### src/rtl/core/assert_macros.svh
// assertion macros used by the top level of the decimal integer parser
// no dependencies; define ASSERT_OFF to compile them out
`ifndef ASSERT_MACROS_SVH
`define ASSERT_MACROS_SVH

`ifndef ASSERT_OFF

// antecedent implies consequent in the same cycle
`define ASSERT_IMPLIES(lbl, clk, rst, ante, cons, msg) \
  lbl: assert property (@(posedge clk) disable iff (rst) (ante) |-> (cons)) \
    else $error(msg);

// antecedent implies consequent in the next cycle
`define ASSERT_NEXT(lbl, clk, rst, ante, cons, msg) \
  lbl: assert property (@(posedge clk) disable iff (rst) (ante) |=> (cons)) \
    else $error(msg);

`else

`define ASSERT_IMPLIES(lbl, clk, rst, ante, cons, msg)
`define ASSERT_NEXT(lbl, clk, rst, ante, cons, msg)

`endif

`endif

### src/rtl/core/dip_pkg.sv
// types and constants of the decimal integer parser
// no dependencies; used by the scanner, the result stage and the top level
`timescale 1ns / 1ps

package dip_pkg;

  typedef enum logic [1:0] {
    MODE_S64 = 2'd0,
    MODE_S32 = 2'd1,
    MODE_U64 = 2'd2,
    MODE_RSV = 2'd3
  } mode_t;

  typedef enum logic [3:0] {
    PH_START  = 4'b0001,
    PH_LEAD   = 4'b0010,
    PH_DIGITS = 4'b0100,
    PH_TRAIL  = 4'b1000
  } phase_t;

  localparam logic [7:0] CHAR_ZERO  = 8'h30;
  localparam logic [7:0] CHAR_NINE  = 8'h39;
  localparam logic [7:0] CHAR_PLUS  = 8'h2B;
  localparam logic [7:0] CHAR_MINUS = 8'h2D;
  localparam logic [7:0] CHAR_SPACE = 8'h20;
  localparam logic [7:0] CHAR_TAB   = 8'h09;
  localparam logic [7:0] CHAR_CR    = 8'h0D;

  localparam int unsigned VALUE_W = 64;
  localparam int unsigned HALF_W  = 32;

  typedef struct packed {
    logic [7:0] char_byte;
    logic       byte_present;
    logic       last_byte;
  } in_t;

  typedef struct packed {
    logic [VALUE_W-1:0] parsed_value;
    logic               parse_ok;
    logic               overflow_flag;
  } out_t;

  // end-of-string summary handed from the scanner to the result stage
  typedef struct packed {
    logic [VALUE_W-1:0] mag;
    logic               neg;
    logic               ok;
    logic               wrap;
  } raw_t;

  typedef struct packed {
    logic in_string;
  } status_t;

endpackage

### src/rtl/core/dip_step.sv
// per-byte scanner: phase, accumulator and flags, plus end-of-string register
// depends on dip_pkg
`timescale 1ns / 1ps

module dip_step (
  input  logic            clk,
  input  logic            rst,
  input  dip_pkg::mode_t  mode,
  input  logic            item_valid,
  input  dip_pkg::in_t    item,
  output logic            item_ready,
  output logic            raw_valid,
  output dip_pkg::raw_t   raw,
  input  logic            raw_ready,
  output dip_pkg::status_t status
);
  import dip_pkg::*;

  localparam int unsigned SUM_W = VALUE_W + 4;

  phase_t             phase, phase_next;
  logic [VALUE_W-1:0] acc, acc_next;
  logic               neg, neg_next;
  logic               err, err_next;
  logic               wrap, wrap_next;

  logic               is_digit, is_plus, is_minus, is_space, add_en;
  logic               mode32;
  logic [VALUE_W-1:0] acc_src;
  logic [SUM_W-1:0]   acc_wide, sum;
  logic [VALUE_W-1:0] acc_sum;
  logic               wrap_add;
  logic               take;
  raw_t               raw_next;

  assign mode32   = (mode == MODE_S32);
  assign is_digit = (item.char_byte >= CHAR_ZERO) && (item.char_byte <= CHAR_NINE);
  assign is_plus  = (item.char_byte == CHAR_PLUS);
  assign is_minus = (item.char_byte == CHAR_MINUS) && (mode != MODE_U64);
  assign is_space = (item.char_byte == CHAR_SPACE) || (item.char_byte == CHAR_TAB) ||
                    (item.char_byte == CHAR_CR);

  // times ten as shift-add; 4 guard bits catch the wrap
  assign acc_src  = mode32 ? {{(VALUE_W-HALF_W){1'b0}}, acc[HALF_W-1:0]} : acc;
  assign acc_wide = {4'b0000, acc_src};
  assign sum      = (acc_wide << 3) + (acc_wide << 1) +
                    {{(SUM_W-4){1'b0}}, item.char_byte[3:0]};
  assign wrap_add = mode32 ? (sum[SUM_W-1:HALF_W] != '0) : (sum[SUM_W-1:VALUE_W] != '0);
  assign acc_sum  = mode32 ? {{(VALUE_W-HALF_W){1'b0}}, sum[HALF_W-1:0]} : sum[VALUE_W-1:0];

  always_comb begin
    phase_next = phase;
    neg_next   = neg;
    err_next   = err;
    add_en     = 1'b0;
    if (item.byte_present && !err) begin
      unique case (phase)
        PH_START: begin
          if (is_plus || is_minus) begin
            neg_next   = is_minus;
            phase_next = PH_LEAD;
          end else if (is_space) begin
            phase_next = PH_LEAD;
          end else if (is_digit) begin
            add_en     = 1'b1;
            phase_next = PH_DIGITS;
          end else begin
            err_next   = 1'b1;
            phase_next = PH_TRAIL;
          end
        end
        PH_LEAD: begin
          if (is_digit) begin
            add_en     = 1'b1;
            phase_next = PH_DIGITS;
          end else if (!is_space) begin
            err_next = 1'b1;
          end
        end
        PH_DIGITS: begin
          if (is_digit) begin
            add_en = 1'b1;
          end else if (is_space) begin
            phase_next = PH_TRAIL;
          end else begin
            err_next = 1'b1;
          end
        end
        default: begin
          if (!is_space) begin
            err_next = 1'b1;
          end
        end
      endcase
    end
    acc_next  = add_en ? acc_sum : acc;
    wrap_next = wrap || (add_en && wrap_add);
  end

  always_comb begin
    raw_next.mag  = acc_next;
    raw_next.neg  = neg_next;
    raw_next.ok   = !err_next && (phase_next != PH_START);
    raw_next.wrap = wrap_next;
  end

  // a byte without a result never waits on the result stage
  assign item_ready = !item.last_byte || !raw_valid || raw_ready;
  assign take       = item_valid && item_ready;

  always_ff @(posedge clk) begin
    if (rst) begin
      phase <= PH_START;
      acc   <= '0;
      neg   <= 1'b0;
      err   <= 1'b0;
      wrap  <= 1'b0;
    end else if (take) begin
      if (item.last_byte) begin
        phase <= PH_START;
        acc   <= '0;
        neg   <= 1'b0;
        err   <= 1'b0;
        wrap  <= 1'b0;
      end else begin
        phase <= phase_next;
        acc   <= acc_next;
        neg   <= neg_next;
        err   <= err_next;
        wrap  <= wrap_next;
      end
    end
  end

  always_ff @(posedge clk) begin
    if (rst) begin
      raw_valid <= 1'b0;
    end else if (take && item.last_byte) begin
      raw_valid <= 1'b1;
    end else if (raw_ready) begin
      raw_valid <= 1'b0;
    end
  end

  always_ff @(posedge clk) begin
    if (take && item.last_byte) begin
      raw <= raw_next;
    end
  end

  assign status.in_string = (phase != PH_START);

endmodule

### src/rtl/core/dip_final.sv
// result stage: sign, range check and output register
// depends on dip_pkg
`timescale 1ns / 1ps

module dip_final (
  input  logic           clk,
  input  logic           rst,
  input  dip_pkg::mode_t mode,
  input  logic           raw_valid,
  input  dip_pkg::raw_t  raw,
  output logic           raw_ready,
  output logic           result_valid,
  output dip_pkg::out_t  result_data,
  input  logic           result_ready
);
  import dip_pkg::*;

  logic [HALF_W-1:0]  mag32, val32;
  logic [VALUE_W-1:0] val64, value;
  logic               ovf;
  out_t               result_next;

  assign mag32 = raw.mag[HALF_W-1:0];
  assign val32 = raw.neg ? (~mag32 + 1'b1) : mag32;
  assign val64 = raw.neg ? (~raw.mag + 1'b1) : raw.mag;

  always_comb begin
    unique case (mode)
      MODE_S32: begin
        value = {{(VALUE_W-HALF_W){val32[HALF_W-1]}}, val32};
        ovf   = raw.wrap || (raw.neg ? (mag32[HALF_W-1] && (mag32[HALF_W-2:0] != '0))
                                     : mag32[HALF_W-1]);
      end
      MODE_U64: begin
        value = val64;
        ovf   = raw.wrap || (raw.neg && (raw.mag != '0));
      end
      default: begin
        value = val64;
        ovf   = raw.wrap || (raw.neg ? (raw.mag[VALUE_W-1] && (raw.mag[VALUE_W-2:0] != '0))
                                     : raw.mag[VALUE_W-1]);
      end
    endcase
    result_next.parsed_value  = raw.ok ? value : '0;
    result_next.parse_ok      = raw.ok;
    result_next.overflow_flag = raw.ok && ovf;
  end

  assign raw_ready = !result_valid || result_ready;

  always_ff @(posedge clk) begin
    if (rst) begin
      result_valid <= 1'b0;
    end else if (raw_ready) begin
      result_valid <= raw_valid;
    end
  end

  always_ff @(posedge clk) begin
    if (raw_valid && raw_ready) begin
      result_data <= result_next;
    end
  end

endmodule

### src/rtl/core/decimal_integer_parser.sv
// top level of the decimal integer parser: input register, scanner, result stage
// depends on dip_pkg, dip_step, dip_final and assert_macros.svh
`timescale 1ns / 1ps

//  channel   signals                              transaction
//  byte      byte_valid byte_ready byte_data      one string byte, presence and end mark
//  result    result_valid result_ready result_data value, ok and overflow per string
//  config    cfg_we cfg_wdata                     parse mode, written without wait
//
// one byte per cycle sustained while no last byte waits; the limit is the times-ten add in the scanner
// after its last byte is accepted into the input register, a result moves to the end-of-string
// register and then to the output register, where it becomes valid
// synchronous reset clears the valid bits, the scan state and the mode (signed 64)
// bytes that do not end a string keep flowing while a result waits to be taken;
// a last byte waits only if both the end-of-string and output registers are full

`include "assert_macros.svh"

module decimal_integer_parser (
  input  logic          clk,
  input  logic          rst,
  input  logic          byte_valid,
  output logic          byte_ready,
  input  dip_pkg::in_t  byte_data,
  output logic          result_valid,
  input  logic          result_ready,
  output dip_pkg::out_t result_data,
  input  logic          cfg_we,
  input  logic [1:0]    cfg_wdata
);
  import dip_pkg::*;

  // mode register; the user must write it only while the block is idle, the block does not enforce it
  mode_t   parse_mode;

  // input register
  logic    s1_valid;
  in_t     s1_data;
  logic    s1_ready;

  // scanner to result stage
  logic    raw_valid;
  raw_t    raw;
  logic    raw_ready;
  status_t status;

  always_ff @(posedge clk) begin
    if (rst) begin
      parse_mode <= MODE_S64;
    end else if (cfg_we) begin
      parse_mode <= mode_t'(cfg_wdata);
    end
  end

  // input register refills in the cycle it empties
  assign byte_ready = !s1_valid || s1_ready;

  always_ff @(posedge clk) begin
    if (rst) begin
      s1_valid <= 1'b0;
    end else if (byte_ready) begin
      s1_valid <= byte_valid;
    end
  end

  always_ff @(posedge clk) begin
    if (byte_valid && byte_ready) begin
      s1_data <= byte_data;
    end
  end

  // per-byte scan; state clears after the last byte
  dip_step u_step (
    .clk        (clk),
    .rst        (rst),
    .mode       (parse_mode),
    .item_valid (s1_valid),
    .item       (s1_data),
    .item_ready (s1_ready),
    .raw_valid  (raw_valid),
    .raw        (raw),
    .raw_ready  (raw_ready),
    .status     (status)
  );

  // negation, range check and the output register
  dip_final u_final (
    .clk          (clk),
    .rst          (rst),
    .mode         (parse_mode),
    .raw_valid    (raw_valid),
    .raw          (raw),
    .raw_ready    (raw_ready),
    .result_valid (result_valid),
    .result_data  (result_data),
    .result_ready (result_ready)
  );

  // a string end always leaves the scanner back at the start of a string
  `ASSERT_NEXT(a_clear_after_last, clk, rst, s1_valid && s1_ready && s1_data.last_byte, !status.in_string, "scan state not cleared after last byte")

  // a pending end-of-string summary is never dropped while the output stalls
  `ASSERT_NEXT(a_raw_held, clk, rst, raw_valid && !raw_ready, raw_valid && $stable(raw), "end-of-string summary lost during stall")

  // malformed strings report zero and no overflow
  `ASSERT_IMPLIES(a_error_zero, clk, rst, result_valid && !result_data.parse_ok, (result_data.parsed_value == '0) && !result_data.overflow_flag, "error result carries data")

  // in the 32-bit mode the upper word is the sign extension of bit 31
  `ASSERT_IMPLIES(a_s32_extend, clk, rst, result_valid && (parse_mode == MODE_S32), result_data.parsed_value[VALUE_W-1:HALF_W] == {(VALUE_W-HALF_W){result_data.parsed_value[HALF_W-1]}}, "32-bit result not sign extended")

endmodule

### config.mk
export PLATFORM = sky130hd
export DESIGN_NAME = decimal_integer_parser
export DESIGN_NICKNAME = d
export VERILOG_FILES = /design/src/rtl/core/dip_pkg.sv /design/src/rtl/core/dip_step.sv /design/src/rtl/core/dip_final.sv /design/src/rtl/core/decimal_integer_parser.sv
export VERILOG_INCLUDE_DIRS = /design/src /design/src/rtl/core
export SDC_FILE = /design/constraint.sdc
export NUM_CORES = 1
export LEC_CHECK = 0
export ABC_AREA = 1
export BUFFER_PORTS_ARGS = -buffer_cell sky130_fd_sc_hd__buf_2
export CAP_MARGIN = 5
export CELL_PAD_IN_SITES_DETAIL_PLACEMENT = 1
export CELL_PAD_IN_SITES_GLOBAL_PLACEMENT = 2
export CORE_UTILIZATION = 35
export DETAILED_ROUTE_END_ITERATION = 8
export PLACE_DENSITY_LB_ADDON = 0.3
export REMOVE_ABC_BUFFERS = 1
export SKIP_CTS_REPAIR_TIMING = 1
export SYNTH_ARGS = -nofsm -noshare
export SYNTH_HDL_FRONTEND = slang
export SYNTH_SLANG_ARGS = --single-unit
### constraint.sdc
create_clock -name clk -period 5.3 [get_ports clk]
set_input_delay 0.53 -clock clk [delete_from_list [all_inputs] [get_ports clk]]
set_output_delay 0.53 -clock clk [all_outputs]
set_load 0.01 [all_outputs]
==> metrics.txt, run 1 <==
CP max FO=31; routed len/inst=18.2 µm; placed cell area=18800 µm²; fmax=223 MHz; number of synthesized flops with an enable pin=143; Startpoint Class=flip-flop; gp weighted congestion=0.941; Clk pwr share=43.5%; via count=17386; Switch Pwr=0.878 mW; setup ws final=808 ps; max incr delay on CP=660 ps; setup tns final=0 ps; Synth Instances=2718; Worst setup EP type=flip-flop; GRT Total Usage=25.2%; Starting DRT DRC Count=957; post-detail-place hpwl=53000 µm; final core occ=39.6%; clk_lat worst skew=530 ps; Pwr per Cell Area=189 nW/µm²; CTS Buf Count=23; commonest non-fill, non-tap cell in the layout=nand2_1; Max VDD drop=0.000179 V; core region area=49400 µm²; fin area=19500 µm²; fraction of layout cells with a size suffix above 1=7.36%; post-synthesis register bit count=219; unrepaired setup endpoints after global routing=false; first-pass GRT wire length=99400 µm; Slew @ Worst Pin=887 ps; worst-path cell chain=inv_1 -> ha_2 -> nor2_1 -> ha_1 -> ha_1 -> nand2_1 -> nor2_1 -> inv_1 -> nor2_1 -> inv_1 -> nor2_1 -> nand3_1 -> nand3_1 -> nand2_1 -> nand2_1 -> nand2_1 -> nor2_1 -> nand2_1 -> nor2_1 -> nand3_1 -> nand2_1 -> nand2_1 -> nand2_1 -> nand2_1; Congestion Overflow GR=0; internal power=2.81 mW; WP data required=5590 ps; pre-CTS WS=785 ps; Final Max Tran Viols=0; WP data arrival=4780 ps; Comb pwr share=5.8%; maximum number of pins on one net before global-route repair=71; First-pass DRT Iterations=4; ys async rst share=0%; Mapped Area=17600 µm²; fill count=6500; Synth Warn #=0; vias per inst=5.02; Finished Layout Cells=3464; Die Span X=227 µm; status=finished clean; antenna-violating nets left=0; post-synth cell types=56; Post-layout nets=2929; H-tree Lvls=1; initial antenna violation count=2; vias in the first global route=17623; final-report hold violation count=0; most frequent CP cell=nand2_1; Avg Cell Area, Syn=6.49 µm²; sequential power share=50.7%; Max-Cap Viols=0; Port Buf Inserts=84; Period Utilization, post-route=84.8%; Clock Skew=18.0 ps; Min-Delay Path Class=in -> reg; dpl cells=3423; switching share of power=23.8%; Setup CP Type=reg -> reg; CTS tree=done; Layout area overhead=10.7%; Crit-path slowest cell=ha_2; DR DRC count=0; FP Rows=81; Max-slew headroom=40.9%; # setup viols final=0; register area share after synthesis=33.0%; die height=227 µm; Clock Tree Root=clkbuf_16; die footprint=51300 µm²; Static Leak=9.45 nW; initial core utilization=35.8%; minimum clock period=4490 ps; CTS Buffer Depth=3; I/O pin count=85; total wire length=63200 µm; most frequent cells in the layout=936 x nand2_1, 474 x inv_1, 266 x nor2_1; clk sinks=219; Worst-path clk slew=80 ps; main flop type after synthesis=edfxtp_1; Antenna diodes=0
-- power by group through the flow --
stage	Sequential, mW	Clock (mW)	Combinational [mW]
after floorplan	1.91	0	0.125
after global placement	1.91	0	0.213
after detailed placement	1.91	0	0.217
after CTS	1.87	1.65	0.219
after global routing	1.87	1.70	0.242
final	1.87	1.61	0.216
-- metrics by stage --
step                hold slack, ps  power, mW
finish                         183       3.69
detailed placement             461       2.13
CTS                            163       3.74
global placement               453       2.12
floorplan                      439       2.03
global route                   165       3.82
-- Yosys cell counts, types with 9 or more instances --
cell type	instances	area share [%]
xnor2_1	16	0.79
nand4_1	24	0.85
nand3b_1	9	0.38
nand2_1	937	20
a21oi_1	177	5.0
buf_1	12	0.26
nor3_1	45	1.3
nand3_1	114	3.2
o22ai_1	18	0.64
dfxtp_1	76	8.6
o21ai_1	24	0.68
edfxtp_1	143	24
inv_1	475	10
or2_2	9	0.32
xor2_1	12	0.60
a21oi_2	23	1.1
o21ai_0	75	2.1
nor4_1	19	0.67
ha_1	126	8.9
nor2_1	268	5.7
clkbuf_1	41	0.87
inv_2	13	0.28
-- final cells by class --
class                           instances  area, µm²  share of cell area [%]
Clock buffer                           25        593                    3.04
Clock inverter                         16        139                   0.711
Inverter                              490       1840                    9.43
Sequential cell                       219       5820                    29.8
Timing Repair Buffer                  100        541                    2.77
Multi-Input combinational cell       1950       9770                    50.0
Tap cell                              664        831                    4.25
-- routing by layer --
layer	global-route usage (%)	share of wire (%)	up-vias	wire length [µm]
li1	-	-	8735	-
met3	1.97	2.9	73	1860
met2	41.3	45	274	28600
met1	35.6	49	8304	31200
met4	6.32	2.4	0	1540
met5	0	0	-	0
-- critical path, delay by kind of cell, from the launching register on --
family	cells	cell delay [ps]
buf+inv	3	250
simple gates	18	2270
fa+ha+maj	3	1390
flops	1	320
-- cells by family (layout without fill, tap and decap cells) --
group	after synthesis	after routing	synth area share, %
DFF	219	219	33.0
and+or+nand+nor	1451	1451	33.8
xor gates and xnor gates	29	29	1.48
adders and majority gates	128	128	9.16
AOI/OAI and AO/OA	342	342	10.7
buffers and inverters	549	631	11.8
-- final timing paths --
check	from	end	slack [ps]	cells past startpoint
setup / recovery	parse_mode[1]	u_step.raw[0]	810	24
hold / removal	byte_data[6]	s1_data[6]	180	1
setup reg to reg	parse_mode[1]	u_step.raw[0]	810	24
hold reg to reg	u_step.phase[1]	u_step.phase[1]	470	2
-- registers in the layout (all words and copies together) (netlist names), 2 cells and up --
register,flops
u_step.raw,67
s1_data,10
parse_mode,2
u_final.result_data,66
u_step.phase,4
u_step.acc,64
No activity file was read; power rests on OpenSTA's default activity.
==> inputs of run 2 (changes only) <==
- ABC_AREA: 1 -> 0
- CORE_UTILIZATION: 35 -> 39
- clock period: 5.3 -> 4.5 ns (I/O delays scaled with it)
==> metrics.txt, run 2 <==
I/O pin count=85 (unchanged); Avg Cell Area, Syn=9.02 µm² (was 6.49 µm²); R2R Setup Slk=-60 ps (was 810 ps); H-tree Lvls=1 (unchanged); reg2reg end=u_step.raw[0] (unchanged); antenna-violating nets left=0 (unchanged); routed len/inst=21.0 µm (was 18.2 µm); CP max FO=7 (was 31); vias per inst=5.60 (was 5.02); clk sinks=219 (unchanged); Reg with most FFs=u_step.raw (unchanged); Congestion Overflow GR=0 (unchanged); critical path's top delay family=simple AND/OR/NAND/NOR gates (unchanged); Synth Instances=1657 (was 2718); Synth Warn #=0 (unchanged); post-synthesis register bit count=219 (unchanged); Layout area overhead=32.9% (was 10.7%); max incr delay on CP=340 ps (was 660 ps); fill count=4335 (was 6500); ys async rst share=0% (unchanged); clk_lat worst skew=540 ps (was 530 ps); max reg flops=67 (unchanged); number of synthesized flops with an enable pin=143 (unchanged); Crit-path slowest cell=dfxtp_2 (was ha_2); gp weighted congestion=0.947 (was 0.941); Worst-path clk slew=60 ps (was 80 ps); initial antenna violation count=0 (was 2); CTS Buffer Depth=3 (unchanged); # setup viols final=2 (was 0); Startpoint Class=flip-flop (unchanged); met3 wire len=2130 µm (was 1860 µm); Pwr per Cell Area=221 nW/µm² (was 189 nW/µm²); FP Rows=71 (was 81); Synth top area share=28.7% (was 24.3%); Die Span X=198 µm (was 227 µm); Worst R2R Path Depth=22 (was 24); ranking of synthesized cells by area=edfxtp_1 29%, ha_1 11%, dfxtp_1 10% (was edfxtp_1 24%, nand2_1 20%, inv_1 10%); die height=198 µm (was 227 µm); area of the multi-input gates=9800 µm² (was 9770 µm²); Post-layout nets=2110 (was 2929); worst path bufs/invs=6 (was 3); Clock Skew=22.8 ps (was 18.0 ps); wire length on met1=25400 µm (was 31200 µm); most frequent cells in the layout=284 x buf_4, 162 x nand2_1, 157 x nor2_1 (was 936 x nand2_1, 474 x inv_1, 266 x nor2_1); WP data required=4740 ps (was 5590 ps); initial core utilization=39.7% (was 35.8%); first-pass GRT wire length=79400 µm (was 99400 µm); setup ws final=-63.8 ps (was 808 ps); unrepaired setup endpoints after global routing=true (was false); register area share after synthesis=38.9% (was 33.0%); area of all sequential standard cells=5820 µm² (about the same); WP data arrival=4800 ps (was 4780 ps); Max VDD drop=0.000224 V (was 0.000179 V); hold slack=88.0 ps (was 183 ps); metal2 WL=24000 µm (was 28600 µm); pre-CTS WS=-627 ps (was 785 ps); via count=13962 (was 17386); WP depth=22 (was 24); maximum number of pins on one net before global-route repair=95 (was 71); post-synth top area cell=edfxtp_1 (unchanged); vias in the first global route=14031 (was 17623); DR DRC count=0 (unchanged); CTS tree=done (unchanged); CP endpoint=u_step.raw[0] (unchanged); CTS Buf Count=25 (was 23); Port Buf Inserts=84 (unchanged); final-report hold violation count=0 (unchanged); Setup crit start=parse_mode[1] (unchanged); Period Utilization, post-route=101% (was 84.8%); GRT Total Usage=25.9% (was 25.2%); synth cell count leaders=172 x nand2_1, 164 x nor2_1, 143 x edfxtp_1, 128 x a21oi_1, 126 x ha_1 (was 937 x nand2_1, 475 x inv_1, 268 x nor2_1, 177 x a21oi_1, 143 x edfxtp_1); post-synth cell types=79 (was 56); fmax=219 MHz (was 223 MHz); First-pass DRT Iterations=4 (unchanged); fraction of layout cells with a size suffix above 1=30.4% (was 7.36%); status=finished, violations left (was finished clean); total wire length=52500 µm (was 63200 µm); Worst setup EP type=flip-flop (unchanged); Min-Delay Path Class=in -> reg (unchanged); worst-path cell chain=inv_2 -> ha_4 -> buf_12 -> buf_8 -> nor2b_4 -> ha_4 -> ha_4 -> nand4_1 -> buf_4 -> nor4_4 -> buf_4 -> buf_4 -> nand2_1 -> a31oi_2 -> a211o_1 -> a21oi_1 -> xor2_1 -> nand2_1 -> nor4b_4 -> nand4_1 -> o41ai_2 -> o211ai_1 (was inv_1 -> ha_2 -> nor2_1 -> ha_1 -> ha_1 -> nand2_1 -> nor2_1 -> inv_1 -> nor2_1 -> inv_1 -> nor2_1 -> nand3_1 -> nand3_1 -> nand2_1 -> nand2_1 -> nand2_1 -> nor2_1 -> nand2_1 -> nor2_1 -> nand3_1 -> nand2_1 -> nand2_1 -> nand2_1 -> nand2_1); Antenna diodes=0 (unchanged); failing checks=negative setup slack; Mapped Area=15000 µm² (was 17600 µm²); minimum clock period=4560 ps (was 4490 ps); highest routed layer=met4 (unchanged); Static Leak=8.13 nW (was 9.45 nW); Clock Tree Root=clkbuf_16 (unchanged); commonest non-fill, non-tap cell in the layout=buf_4 (was nand2_1); main flop type after synthesis=edfxtp_1 (unchanged); Slew @ Worst Pin=1030 ps (was 887 ps); most frequent cell after synthesis=nand2_1 (unchanged); Starting DRT DRC Count=762 (was 957); Setup CP Type=reg -> reg (unchanged); Final Max Tran Viols=0 (unchanged); post-detail-place hpwl=40300 µm (was 53000 µm); Max-slew headroom=30.9% (was 40.9%); largest registers=u_step.raw (67), u_final.result_data (66), u_step.acc (64) (unchanged); FF-to-FF Start=parse_mode[1] (unchanged); core region area=37700 µm² (was 49400 µm²); die footprint=39100 µm² (was 51300 µm²); Max-Cap Viols=0 (unchanged)
run 2: cells by family (layout without fill, tap and decap cells):
logic type / count (synthesis) / after routing / synth area share (%)
xor+xnor: 126 / 126 / 7.38
fa+ha+maj: 128 / 128 / 10.8
simple gates: 581 / 581 / 19.0
buf+inv: 121 / 448 / 3.10
flops: 219 / 219 / 38.9
compound gates: 477 / 477 / 20.5
mux: 5 / 5 / 0.335
run 2: cell type report:
type                    count  area share, %
flip-flops and latches    219           29.3
inverters                  27          0.529
repair buffers            375           13.5
clock buffers              34           3.67
clock inverters            12          0.422
well taps                 511           3.22
multi-input cells        1317           49.3
run 2: through the flow:
step | TNS (ps) | total power [mW] | util (%) | cells | instance area (µm²)
after floorplan | -7000 | 2.32 | - | 1563 | 14600
final | -108 | 4.40 | 52.7 | 2495 | 19900
after global routing | -427 | 4.52 | 52.7 | 2495 | 19900
after CTS | -1610 | 4.41 | 49.2 | 2473 | 18500
after global placement | -888 | 2.42 | 47.1 | 2427 | 17700
after detailed placement | -1490 | 2.42 | 47.1 | 2427 | 17700
run 2: layer usage:
layer	GRT usage (%)	vias to the layer above
li1	-	6750
met1	38.4	6866
met4	5.17	0
met5	0	-
met3	1.96	52
met2	41.2	294
run 2: worst min-delay path by stage:
stage                       from           to  slack [ps]  depth (start not counted)
finish              byte_data[0]   s1_data[0]          90                          1
global route        byte_data[9]   s1_data[9]          80                          1
CTS                 byte_data[3]   s1_data[3]          70                          1
detailed placement   u_step.wrap  u_step.wrap         480                          2
global placement     u_step.wrap  u_step.wrap         460                          2
floorplan            u_step.wrap  u_step.wrap         440                          2
run 2: power by group:
part | internal [mW] | leakage [nW] | switching (mW)
sequential | 2.16 | 2.06 | 0.0200
combinational | 0.0674 | 5.66 | 0.146
clock | 1.14 | 0.404 | 0.853
